[config.mk]
export PLATFORM = sky130hd
export DESIGN_NAME = ordered_ready_queue
export DESIGN_NICKNAME = d
export VERILOG_FILES = /design/src/rtl/orq_pkg.sv /design/src/rtl/orq_ram.sv /design/src/rtl/ordered_ready_queue.sv
export VERILOG_INCLUDE_DIRS = /design/src /design/src/rtl
export SDC_FILE = /design/constraint.sdc
export NUM_CORES = 1
export LEC_CHECK = 0
export BUFFER_PORTS_ARGS = -buffer_cell sky130_fd_sc_hd__buf_2
export CAP_MARGIN = 0
export CORE_MARGIN = 1.5
export CORE_UTILIZATION = 55
export DETAILED_ROUTE_END_ITERATION = 7
export PLACE_DENSITY = 0.7
export SLEW_MARGIN = 25
export SYNTH_ARGS = -nofsm -noshare
export SYNTH_HDL_FRONTEND = slang
export SYNTH_SLANG_ARGS = --single-unit
[constraint.sdc]
create_clock -name i_clk -period 6.5 [get_ports i_clk]
set_clock_uncertainty 0.05 [all_clocks]
set_input_delay 0.975 -clock i_clk [delete_from_list [all_inputs] [get_ports i_clk]]
set_output_delay 0.975 -clock i_clk [all_outputs]
set_load 0.05 [all_outputs]
[src/rtl/ordered_ready_queue_defines.svh]
// assertion macros for the ordered ready queue
`ifndef ORDERED_READY_QUEUE_DEFINES_SVH
`define ORDERED_READY_QUEUE_DEFINES_SVH

`ifndef SYNTHESIS
// same-cycle implication, checked out of reset
`define ORQ_ASSERT_IMP(label, clk, rst_n, ante, cons) \
    label: assert property (@(posedge clk) disable iff (!rst_n) (ante) |-> (cons)) \
        else $error("ordered_ready_queue assertion failed");
// next-cycle implication, checked out of reset
`define ORQ_ASSERT_NXT(label, clk, rst_n, ante, cons) \
    label: assert property (@(posedge clk) disable iff (!rst_n) (ante) |=> (cons)) \
        else $error("ordered_ready_queue assertion failed");
`else
`define ORQ_ASSERT_IMP(label, clk, rst_n, ante, cons)
`define ORQ_ASSERT_NXT(label, clk, rst_n, ante, cons)
`endif

`endif

[src/rtl/orq_pkg.sv]
// types, codes and compare function of the ordered ready queue
package orq_pkg;

    typedef struct packed {
        logic [15:0] id;
        logic [7:0]  pri;
        logic [15:0] tm;
    } t_entry;

    typedef enum logic [2:0] {
        ACT_ENQ  = 3'd0,
        ACT_DEQ  = 3'd1,
        ACT_PEEK = 3'd2,
        ACT_REM  = 3'd3,
        ACT_FIND = 3'd4,
        ACT_UPD  = 3'd5,
        ACT_CLR  = 3'd6
    } t_action;

    localparam logic [1:0] MODE_FIFO = 2'd0;
    localparam logic [1:0] MODE_SRT  = 2'd1;
    localparam logic [1:0] MODE_PRI  = 2'd2;

    typedef enum logic [2:0] {
        ST_IDLE,
        ST_SCAN_RD,
        ST_SCAN_CHK,
        ST_INS_RD,
        ST_INS_WR,
        ST_DEL_RD,
        ST_DEL_WR
    } t_state;

    // new entry must stand before the held one
    function automatic logic goes_before(logic [1:0] mode, t_entry nw, t_entry old);
        logic r;
        r = 1'b0;
        case (mode)
            MODE_SRT: r = (nw.tm != old.tm) ? (nw.tm < old.tm) : (nw.id < old.id);
            MODE_PRI: r = (nw.pri != old.pri) ? (nw.pri < old.pri) : (nw.id < old.id);
            default:  r = 1'b0;
        endcase
        return r;
    endfunction

endpackage

[src/rtl/orq_ram.sv]
// generic simple dual-port ram with registered read
module orq_ram #(
    parameter int WIDTH = 40,
    parameter int DEPTH = 16
) (
    input  logic                     i_clk,
    input  logic                     i_we,
    input  logic [$clog2(DEPTH)-1:0] i_waddr,
    input  logic [WIDTH-1:0]         i_wdata,
    input  logic [$clog2(DEPTH)-1:0] i_raddr,
    output logic [WIDTH-1:0]         o_rdata
);
    logic [WIDTH-1:0] r_mem [DEPTH];
    logic [WIDTH-1:0] r_rdata;

    always_ff @(posedge i_clk) begin
        if (i_we) begin
            r_mem[i_waddr] <= i_wdata;
        end
        r_rdata <= r_mem[i_raddr];
    end

    assign o_rdata = r_rdata;
endmodule

[src/rtl/ordered_ready_queue.sv]
// top level of the ordered ready queue: sequencer around the entry ram
//
// channel   direction  ports                                   handshake
// command   in         i_action i_job_id i_job_priority        start & !busy
//                      i_remaining_time
// result    out        o_hit o_out_id o_out_priority o_out_time o_done, one cycle
//                      o_occupancy o_full_drop
// config    in         i_queue_mode                            i_queue_mode_we
//
// entries sit in ram in service order; every ram step is a read state that
// sets the address and a check or write state that sees the registered data
// enqueue scans for its slot in the sorted modes, then shifts entries from it up
// dequeue/remove scan for the entry, then shift the later entries down
// peek/find/update scan until the first match or the end of the queue
// clear, drop, empty and unused-action cases finish straight from idle
// result strobe o_done comes the cycle busy falls; receiver cannot stall
// synchronous active-low reset empties the queue and sets arrival order
module ordered_ready_queue
    import orq_pkg::*;
#(
    parameter int QUEUE_DEPTH = 16
) (
    input  logic        i_clk,
    input  logic        i_rst_n,
    input  logic        start,
    output logic        busy,
    input  logic [2:0]  i_action,
    input  logic [15:0] i_job_id,
    input  logic [7:0]  i_job_priority,
    input  logic [15:0] i_remaining_time,
    input  logic        i_queue_mode_we,
    input  logic [1:0]  i_queue_mode,
    output logic        o_done,
    output logic        o_hit,
    output logic [15:0] o_out_id,
    output logic [7:0]  o_out_priority,
    output logic [15:0] o_out_time,
    output logic [4:0]  o_occupancy,
    output logic        o_full_drop
);
`include "ordered_ready_queue_defines.svh"

    localparam int IW = $clog2(QUEUE_DEPTH);
    localparam int CW = $clog2(QUEUE_DEPTH + 1);
    localparam logic [CW-1:0] FULL = CW'(QUEUE_DEPTH);

    // control state
    t_state        r_state, n_state;
    logic [CW-1:0] r_count, n_count;
    logic [1:0]    r_mode;
    logic          r_done, n_done;
    // item payload and scan pointers
    t_action       r_act, n_act;
    t_entry        r_new, n_new;
    logic [CW-1:0] r_idx, n_idx;
    logic [CW-1:0] r_pos, n_pos;
    // result
    logic          r_hit, n_hit;
    logic          r_drop, n_drop;
    t_entry        r_res, n_res;

    // ram port
    logic          ram_we;
    logic [IW-1:0] ram_waddr, ram_raddr;
    t_entry        ram_wdata, ram_rdata;
    logic [CW-1:0] idx_inc, idx_dec;
    logic          w_match;

    orq_ram #(.WIDTH($bits(t_entry)), .DEPTH(QUEUE_DEPTH)) u_ram (
        .i_clk  (i_clk),
        .i_we   (ram_we),
        .i_waddr(ram_waddr),
        .i_wdata(ram_wdata),
        .i_raddr(ram_raddr),
        .o_rdata(ram_rdata)
    );

    assign idx_inc = r_idx + 1'b1;
    assign idx_dec = r_idx - 1'b1;
    // dequeue and peek take slot 0, the id lookups take the first equal id
    assign w_match = (r_act == ACT_DEQ) || (r_act == ACT_PEEK) || (ram_rdata.id == r_new.id);

    // next state and datapath
    always_comb begin
        n_state = r_state;
        n_count = r_count;
        n_done  = 1'b0;
        n_act   = r_act;
        n_new   = r_new;
        n_idx   = r_idx;
        n_pos   = r_pos;
        n_hit   = r_hit;
        n_drop  = r_drop;
        n_res   = r_res;
        unique case (r_state)
            ST_IDLE: begin
                if (start) begin
                    n_act  = t_action'(i_action);
                    n_new  = '{id: i_job_id, pri: i_job_priority, tm: i_remaining_time};
                    n_hit  = 1'b0;
                    n_drop = 1'b0;
                    n_res  = '0;
                    n_idx  = '0;
                    case (i_action)
                        ACT_ENQ: begin
                            if (r_count == FULL) begin
                                n_drop = 1'b1;
                                n_done = 1'b1;
                            end else if ((r_mode == MODE_SRT || r_mode == MODE_PRI)
                                         && r_count != '0) begin
                                n_state = ST_SCAN_RD;
                            end else begin
                                // arrival order or empty queue: append at the tail
                                n_pos   = r_count;
                                n_idx   = r_count;
                                n_state = ST_INS_RD;
                            end
                        end
                        ACT_DEQ, ACT_PEEK, ACT_REM, ACT_FIND, ACT_UPD: begin
                            if (r_count == '0) begin
                                n_done = 1'b1;
                            end else begin
                                n_state = ST_SCAN_RD;
                            end
                        end
                        ACT_CLR: begin
                            n_count = '0;
                            n_done  = 1'b1;
                        end
                        default: begin
                            n_done = 1'b1;
                        end
                    endcase
                end
            end
            ST_SCAN_RD: begin
                n_state = ST_SCAN_CHK;
            end
            ST_SCAN_CHK: begin
                if (r_act == ACT_ENQ) begin
                    if (goes_before(r_mode, r_new, ram_rdata)) begin
                        n_pos   = r_idx;
                        n_idx   = r_count;
                        n_state = ST_INS_RD;
                    end else if (idx_inc == r_count) begin
                        n_pos   = r_count;
                        n_idx   = r_count;
                        n_state = ST_INS_RD;
                    end else begin
                        n_idx   = idx_inc;
                        n_state = ST_SCAN_RD;
                    end
                end else if (w_match) begin
                    n_hit = 1'b1;
                    n_res = ram_rdata;
                    if (r_act == ACT_UPD) begin
                        n_res.tm = r_new.tm;
                    end
                    if (r_act == ACT_DEQ || r_act == ACT_REM) begin
                        n_idx   = idx_inc;
                        n_state = ST_DEL_RD;
                    end else begin
                        n_done  = 1'b1;
                        n_state = ST_IDLE;
                    end
                end else if (idx_inc == r_count) begin
                    n_done  = 1'b1;
                    n_state = ST_IDLE;
                end else begin
                    n_idx   = idx_inc;
                    n_state = ST_SCAN_RD;
                end
            end
            ST_INS_RD: begin
                if (r_idx == r_pos) begin
                    n_count = r_count + 1'b1;
                    n_done  = 1'b1;
                    n_state = ST_IDLE;
                end else begin
                    n_state = ST_INS_WR;
                end
            end
            ST_INS_WR: begin
                n_idx   = idx_dec;
                n_state = ST_INS_RD;
            end
            ST_DEL_RD: begin
                if (r_idx == r_count) begin
                    n_count = r_count - 1'b1;
                    n_done  = 1'b1;
                    n_state = ST_IDLE;
                end else begin
                    n_state = ST_DEL_WR;
                end
            end
            ST_DEL_WR: begin
                n_idx   = idx_inc;
                n_state = ST_DEL_RD;
            end
            default: begin
                n_state = ST_IDLE;
            end
        endcase
    end

    // ram addressing: reads lead writes by one step, so no entry is read and
    // written in flight at once
    always_comb begin
        ram_we    = 1'b0;
        ram_waddr = r_idx[IW-1:0];
        ram_wdata = ram_rdata;
        ram_raddr = r_idx[IW-1:0];
        unique case (r_state)
            ST_SCAN_CHK: begin
                if (r_act == ACT_UPD && w_match) begin
                    ram_we    = 1'b1;
                    ram_wdata = '{id: ram_rdata.id, pri: ram_rdata.pri, tm: r_new.tm};
                end
            end
            ST_INS_RD: begin
                ram_raddr = idx_dec[IW-1:0];
                if (r_idx == r_pos) begin
                    ram_we    = 1'b1;
                    ram_waddr = r_pos[IW-1:0];
                    ram_wdata = r_new;
                end
            end
            ST_INS_WR: begin
                ram_we = 1'b1;
            end
            ST_DEL_WR: begin
                ram_we    = 1'b1;
                ram_waddr = idx_dec[IW-1:0];
            end
            default: begin
                ram_we = 1'b0;
            end
        endcase
    end

    always_ff @(posedge i_clk) begin
        if (!i_rst_n) begin
            r_state <= ST_IDLE;
            r_count <= '0;
            r_mode  <= MODE_FIFO;
            r_done  <= 1'b0;
        end else begin
            r_state <= n_state;
            r_count <= n_count;
            r_done  <= n_done;
            if (i_queue_mode_we) begin
                r_mode <= i_queue_mode;
            end
        end
    end

    always_ff @(posedge i_clk) begin
        r_act  <= n_act;
        r_new  <= n_new;
        r_idx  <= n_idx;
        r_pos  <= n_pos;
        r_hit  <= n_hit;
        r_drop <= n_drop;
        r_res  <= n_res;
    end

    assign busy           = (r_state != ST_IDLE);
    assign o_done         = r_done;
    assign o_hit          = r_hit;
    assign o_out_id       = r_res.id;
    assign o_out_priority = r_res.pri;
    assign o_out_time     = r_res.tm;
    assign o_occupancy    = 5'(r_count);
    assign o_full_drop    = r_drop;

    `ORQ_ASSERT_IMP(a_count_bound, i_clk, i_rst_n, 1'b1, r_count <= FULL)
    `ORQ_ASSERT_IMP(a_done_idle, i_clk, i_rst_n, o_done, r_state == ST_IDLE)
    `ORQ_ASSERT_IMP(a_drop_no_hit, i_clk, i_rst_n, o_done && o_full_drop, !o_hit)
    `ORQ_ASSERT_NXT(a_start_moves, i_clk, i_rst_n, start && !busy, busy || o_done)
endmodule
=== Word level (Yosys, flattened, before mapping) ===
Memories as Yosys holds them, arrays and structs flattened. A register that Yosys moved wholly into a read port is not among the register bits.
Cells that the tools add are included.

* Logic and storage cells: 160
* RAM bits: 640
* Register bits: 106
* Output and inout port bits: 49
* Input bits: 49
* Memories kept: 1

{| class="wikitable"
|+ Memory list
! name !! words !! bits a word !! read ports !! clocked after Yosys merged registers in !! wr ports !! RTL line !! RTL
|-
| u_ram.r_mem || 16 || 40 || 1 || 1 || 1 || orq_ram.sv:13 || <nowiki>logic [WIDTH-1:0] r_mem [DEPTH];</nowiki>
|}

* Muxes and demuxes: 73
* Reductions and logical operators: 23
* Add/subtract/negate cells: 4
* Magnitude comparators: 3
* Equality and inequality tests: 41

{| class="wikitable"
|+ Operators with widths
! kind !! number
|-
| two-way mux 40 bit || 4
|-
| case mux 40 bit (2 select lines) || 2
|-
| two-way mux 5 bit || 21
|-
| less-than comparator 16 bit || 2
|-
| two-way mux 16 bit || 2
|-
| two-way mux 3 bit || 8
|-
| == test 3 bit, second input constant || 7
|-
| case mux 3 bit (7 select lines) || 1
|-
| two-way mux 1 bit || 20
|-
| case mux 5 bit (4 select lines) || 1
|-
| == test 3 x 2 -> 1 bit, second input constant || 6
|-
| == test 16 bit || 1
|-
| inequality test 16 bit || 1
|-
| inequality test 2 bit, second input constant || 8
|-
| == test 5 bit || 3
|-
| case mux 5 bit (3 select lines) || 1
|-
| AND reduction 4 bit || 3
|-
| adder 5 x 1 -> 5 bit, second input constant || 2
|-
| case mux 5 bit (2 select lines) || 1
|-
| subtractor 5 x 1 -> 5 bit, second input constant || 2
|-
| == test 3 x 1 -> 1 bit, second input constant || 3
|-
| zero test 3 bit || 3
|-
| inequality test 3 bit, second input constant || 3
|-
| less-than comparator 8 bit || 1
|-
| 26 further kinds || 38
|}

=== Depth between registers and ports, before layout ===
* Word-level depth: 8
* Gate-level depth with buffers: 11
* Mapped depth without buffers: 10

=== Cells and area by module ===
A second synthesis with hierarchy kept.

* Cells, all modules: 1702
* Area, all modules: 31627.8 µm²

{| class="wikitable"
|+ Modules (own cells, without submodules)
! module !! instances !! area each (µm²) !! cells each !! seq. area each (µm²)
|-
| orq_ram || 1 || 25132.9 || 1040 || 20019.2
|-
| ordered_ready_queue || 1 || 6495.0 || 662 || 3072.9
|}

=== Worst setup path before layout ===
No wires, ideal clock.

* Path type: register -> register
* From: reg r_new[39] (netlist name)
* To: reg r_hit (netlist: o_hit) (enable)
* Path buffers: 0
* Library setup time: 0.490 ns
* Data arrival time: 4.551 ns
* Clock period less this slack: 5.091 ns
* Slack: 1.409 ns
* Required time: 5.960 ns
* Cell stages (with the launch flop): 9
* Cells stage by stage: edfxtp_1 ha_1 nand4_1 nor4_1 nand2_1 inv_1 o21ai_0 mux2_2 nor3_1

* Cells in the longest elaborated chain, start to end: 4

{| class="wikitable"
|+ Ends and longest elaborated chain
! item !! RTL line !! RTL
|-
| from (decl) || ordered_ready_queue.sv:54 || <nowiki>t_entry r_new, n_new;</nowiki>
|-
| from (signal assigned) || ordered_ready_queue.sv:259 || <nowiki>r_new <= n_new;</nowiki>
|-
| == test 16 bit || ordered_ready_queue.sv:81 || <nowiki>assign w_match = (r_act == ACT_DEQ) || (r_act == ACT_PEEK) || (ram_rdata.id == r_new.id);</nowiki>
|-
| logical OR 1 bit || ordered_ready_queue.sv:81 ||
|-
| inequality test 2 bit (no source line) || - ||
|-
| AND reduction 4 bit (no source line) || - ||
|-
| to (signal assigned) || ordered_ready_queue.sv:262 || <nowiki>r_hit <= n_hit;</nowiki>
|-
| to (decl) || ordered_ready_queue.sv:58 || <nowiki>logic r_hit, n_hit;</nowiki>
|}

Every way passes these cells.
A chain may end at the register's enable or synchronous reset.

=== Final worst setup path ===
* From: reg r_new[39] (netlist name)
* To: mem u_ram.r_mem[0][4] (enable)

* Cells in the longest elaborated chain, start to end: 7

{| class="wikitable"
|+ Ends and longest elaborated chain
! item !! RTL line !! RTL
|-
| == test 16 bit || ordered_ready_queue.sv:81 ||
|-
| logical OR 1 bit || ordered_ready_queue.sv:81 ||
|-
| logical AND 1 bit || ordered_ready_queue.sv:215 || <nowiki>if (r_act == ACT_UPD && w_match) begin</nowiki>
|-
| two-way mux 1 bit || ordered_ready_queue.sv:215 ||
|-
| case mux 1 bit (3 select lines) || ordered_ready_queue.sv:213 || <nowiki>unique case (r_state)</nowiki>
|-
| two-way mux 1 bit || orq_ram.sv:17 || <nowiki>if (i_we) begin</nowiki>
|-
| two-way mux 1 bit (not written as such) || orq_ram.sv:18 || <nowiki>r_mem[i_waddr] <= i_wdata;</nowiki>
|-
| to (decl) || orq_ram.sv:13 ||
|}

Every way passes these cells.

==> run summary <==
The remaining antenna violation count is 0. The antenna diode count came out at 0. Clock-pin slew was measured on the worst setup and hold paths at 0.06 ns.

The run finished with clean final reports. The slew at the pin with the worst max-slew slack came out at just over 1 ns. IR analysis of the VDD net gives a maximum drop of ~0.27 mV. Timing would allow up to between 200 and 250 MHz. The power per standard cell area came out at roughly 320 nW/um2. The synthesized design contains between 700 and 800 register bits. The total area of multi-input combinational cells is 7701 um2. The routed wire length per instance is about 27 um.

Hold repair after CTS inserted 0 buffers. The final layout contains routed wiring with a total length of between 60 and 70 mm. The routability congestion estimate came out at 0.8831.

The number of buffers created by CTS came out at just under 80. The worst min-delay path class is input port to register. At the worst endpoint, the required time is ~6.7 ns. The share of the yosys chip area belonging to registers came out at 0.7428. The synthesized netlist net count came out at between 1500 and 2000. The count of mapped cells out of synthesis came out at about 1600. The number of remaining DRC errors is 0. The pin count of the biggest net entering global routing is ~160. For this run, asynchronously set or reset flops after synthesis account for 0.

The worst relative slew slack is 0.3144. The dominant register cell in the synthesized netlist is sky130_fd_sc_hd__edfxtp_1. The starting density of the core is 0.5599. The worst setup path is captured at a register. The first detailed-routing pass took 5 iterations. The Yosys step of the flow raised 0 warnings. The clock passes through at most 3 buffers. Of the cells placed in the final design, the portion with a size suffix greater than 1 is 0.2822. The worst setup path is launched from a register.

The number of distinct library cell variants in the gate-level netlist after synthesis came out at 66. After floorplanning, the core was divided into 86 placement rows. The global route total overflow came out at 0. The sequential cell area is about 23000 um2.

Counting flops with a built-in enable in the synthesized netlist gives ~740. The final total power came out at roughly 11 mW. Dividing the final minimum period by the clock period gives 0.6910. The fill cell total of the finished layout came out at between 3000 and 4000. The floorplan die area came out at between 50000 and 60000 um2. The setup TNS after final layout is 0 ns. The standby leakage power is roughly 12 nW. In this run the clock root is driven by a sky130_fd_sc_hd__clkbuf_16. The number of max-cap violations is 0. The global-route usage over all layers came out at 0.2480. The number of clock sinks seen by CTS came out at 786. The global-route wire length before repair came out at around 100 mm. The initial detailed-routing violation count is 1845. The layout overhead on the synthesized area is 14.29%.

The combined area of all synthesized cells came out at between 30000 and 40000 um2. The clock insertion delay at the later pin of the skew report is 0.62 ns. TritonCTS built the clock tree. Data arrives at the worst endpoint at approximately 4.7 ns. The via count of the first global-routing pass came out at approximately 16000. A synthesized cell averages 19.59 um2. The count of boundary I/O pins came out at 98.

The routed layout has about 16000 vias. Setup violations remaining at the end of the flow were counted as 0. The hold violation total from the final report is 0. The wire-length estimate of the detail-placed layout is about 41 mm. Setup repair after global routing left no endpoint under its margin. At the end of the flow, the number of nets in the layout was ~1800. In this run the post-CTS setup repair buffer count came out at 0. During placement, the flow inserted port buffers numbering 97. The vertical die dimension is approximately 240 um. The chip width came out at 240.8 um. The number of max-slew violations in the final report was 0. The total number of H-tree levels came out at 3.

The initial antenna violation count is 2. The count of instances resized after the clock tree is built came out at 0. The category of the most critical setup path is register to register. The per-cell via count in the routed design is 6.098. The critical-path maximum fanout came out at 22. The post-route minimum period came out at 4.491 ns. The area of the core region is approximately 56000 um2.
==> power by group <==
| part | total (mW) | internal [mW] | switching, mW |
|---|---|---|---|
| sequential | 5.89 | 5.81 | 0.0707 |
| clock | 4.43 | 2.56 | 1.87 |
| combinational | 1.15 | 0.429 | 0.716 |
==> layout by cell type, fill, tap and decap left out, drive strengths merged, types with 7 or more instances in the layout <==
cell and instances:
edfxtp 735, mux4 200, buf 154, clkbuf 116
nand2 112, nor2 69, inv 56, dfxtp 51
o21ai 51, ha 47, a21oi 45, clkinv 25
xor2 15, nor3 14, xnor2 13, mux2 10
a21o 8, nand4 8, nand3 8, nand2b 7
==> worst max-delay path, cell delays in order (launching register included) <==
cell,delay [ns]
sky130_fd_sc_hd__edfxtp_1,0.40
sky130_fd_sc_hd__ha_1,0.32
sky130_fd_sc_hd__nand4_1,0.18
sky130_fd_sc_hd__nor4_1,0.62
sky130_fd_sc_hd__nand2_1,0.41
sky130_fd_sc_hd__nor3_1,0.36
sky130_fd_sc_hd__nor3_1,0.09
sky130_fd_sc_hd__nor2_1,0.14
sky130_fd_sc_hd__nand2_1,0.25
sky130_fd_sc_hd__nor2_4,0.77
sky130_fd_sc_hd__buf_4,0.51
==> synth_stat cells (all sizes together), types with 15 or more instances <==
cell	number	share of area
dfxtp	51	0.033
nor2	69	0.0083
mux4	200	0.14
ha	47	0.019
clkbuf	43	0.0052
buf	27	0.0056
xor2	15	0.0045
o21ai	51	0.0082
inv	55	0.0066
nand2	112	0.014
a21oi	45	0.0074
edfxtp	735	0.71
==> sequential cells by signal, summed over array words and instances, names as in the netlist, 2 cells and up <==
name,flops
r_mode,2
o_occupancy,5
r_new,40
o_out_priority,8
u_ram.o_rdata,40
r_pos,5
u_ram.r_mem,640
o_out_id,16
o_out_time,16
r_idx,5
r_state,3
r_act,3
==> logic make-up after synthesis <==
group                    synth area share
adder cells (fa/ha/maj)           0.01956
AO/OA/AOI/OAI                     0.02809
multiplexers                       0.1491
XOR/XNOR                         0.008371
AND/OR/NAND/NOR                   0.03469
flip-flops                         0.7428
buffers and inverters             0.01739
==> through the flow <==
stage / instance area (um2) / util / std cells / hold slack (ns) / worst slack (ns)
3_5_place_dp: 32830 / 0.5912 / 2414 / 0.5037 / 1.984
5_1_grt: 35530 / 0.6399 / 2566 / 0.4547 / 1.617
6_report: 35530 / 0.6399 / 2566 / 0.4831 / 2.009
4_1_cts: 35380 / 0.6373 / 2561 / 0.4534 / 1.942
2_1_floorplan: 31090 / - / 1587 / 0.4594 / 1.409
3_3_place_gp: 32800 / 0.5907 / 2413 / 0.4977 / 2.095
==> cell type report <==
type / instances / area share
inverters: 55 / 0.005810
clock inverters: 31 / 0.008029
repair buffers: 154 / 0.02930
clock buffers: 116 / 0.06388
flip-flops and latches: 786 / 0.6499
multi-input cells: 676 / 0.2167
well taps: 748 / 0.02634
==> path summary, 6_finish.rpt <==
path                       end               from  cells past startpoint  slack [ns]
max          u_ram.r_mem[0][4]          r_new[39]                     10        2.01
min                  r_new[27]        i_job_id[3]                      1        0.48
max reg2reg  u_ram.r_mem[0][4]          r_new[39]                     10        2.01
min reg2reg  o_out_priority[2]  u_ram.o_rdata[18]                      2        0.51
==> metal layers <==
layer,GRT usage,vias to the layer above,wire [um]
met5,0,-,0
met3,0.04667,102,5097
li1,-,6723,-
met2,0.3800,670,32790
met1,0.3713,8153,30330
met4,0.06818,0,1587
Note: power is estimated with default switching activity, not from simulation.
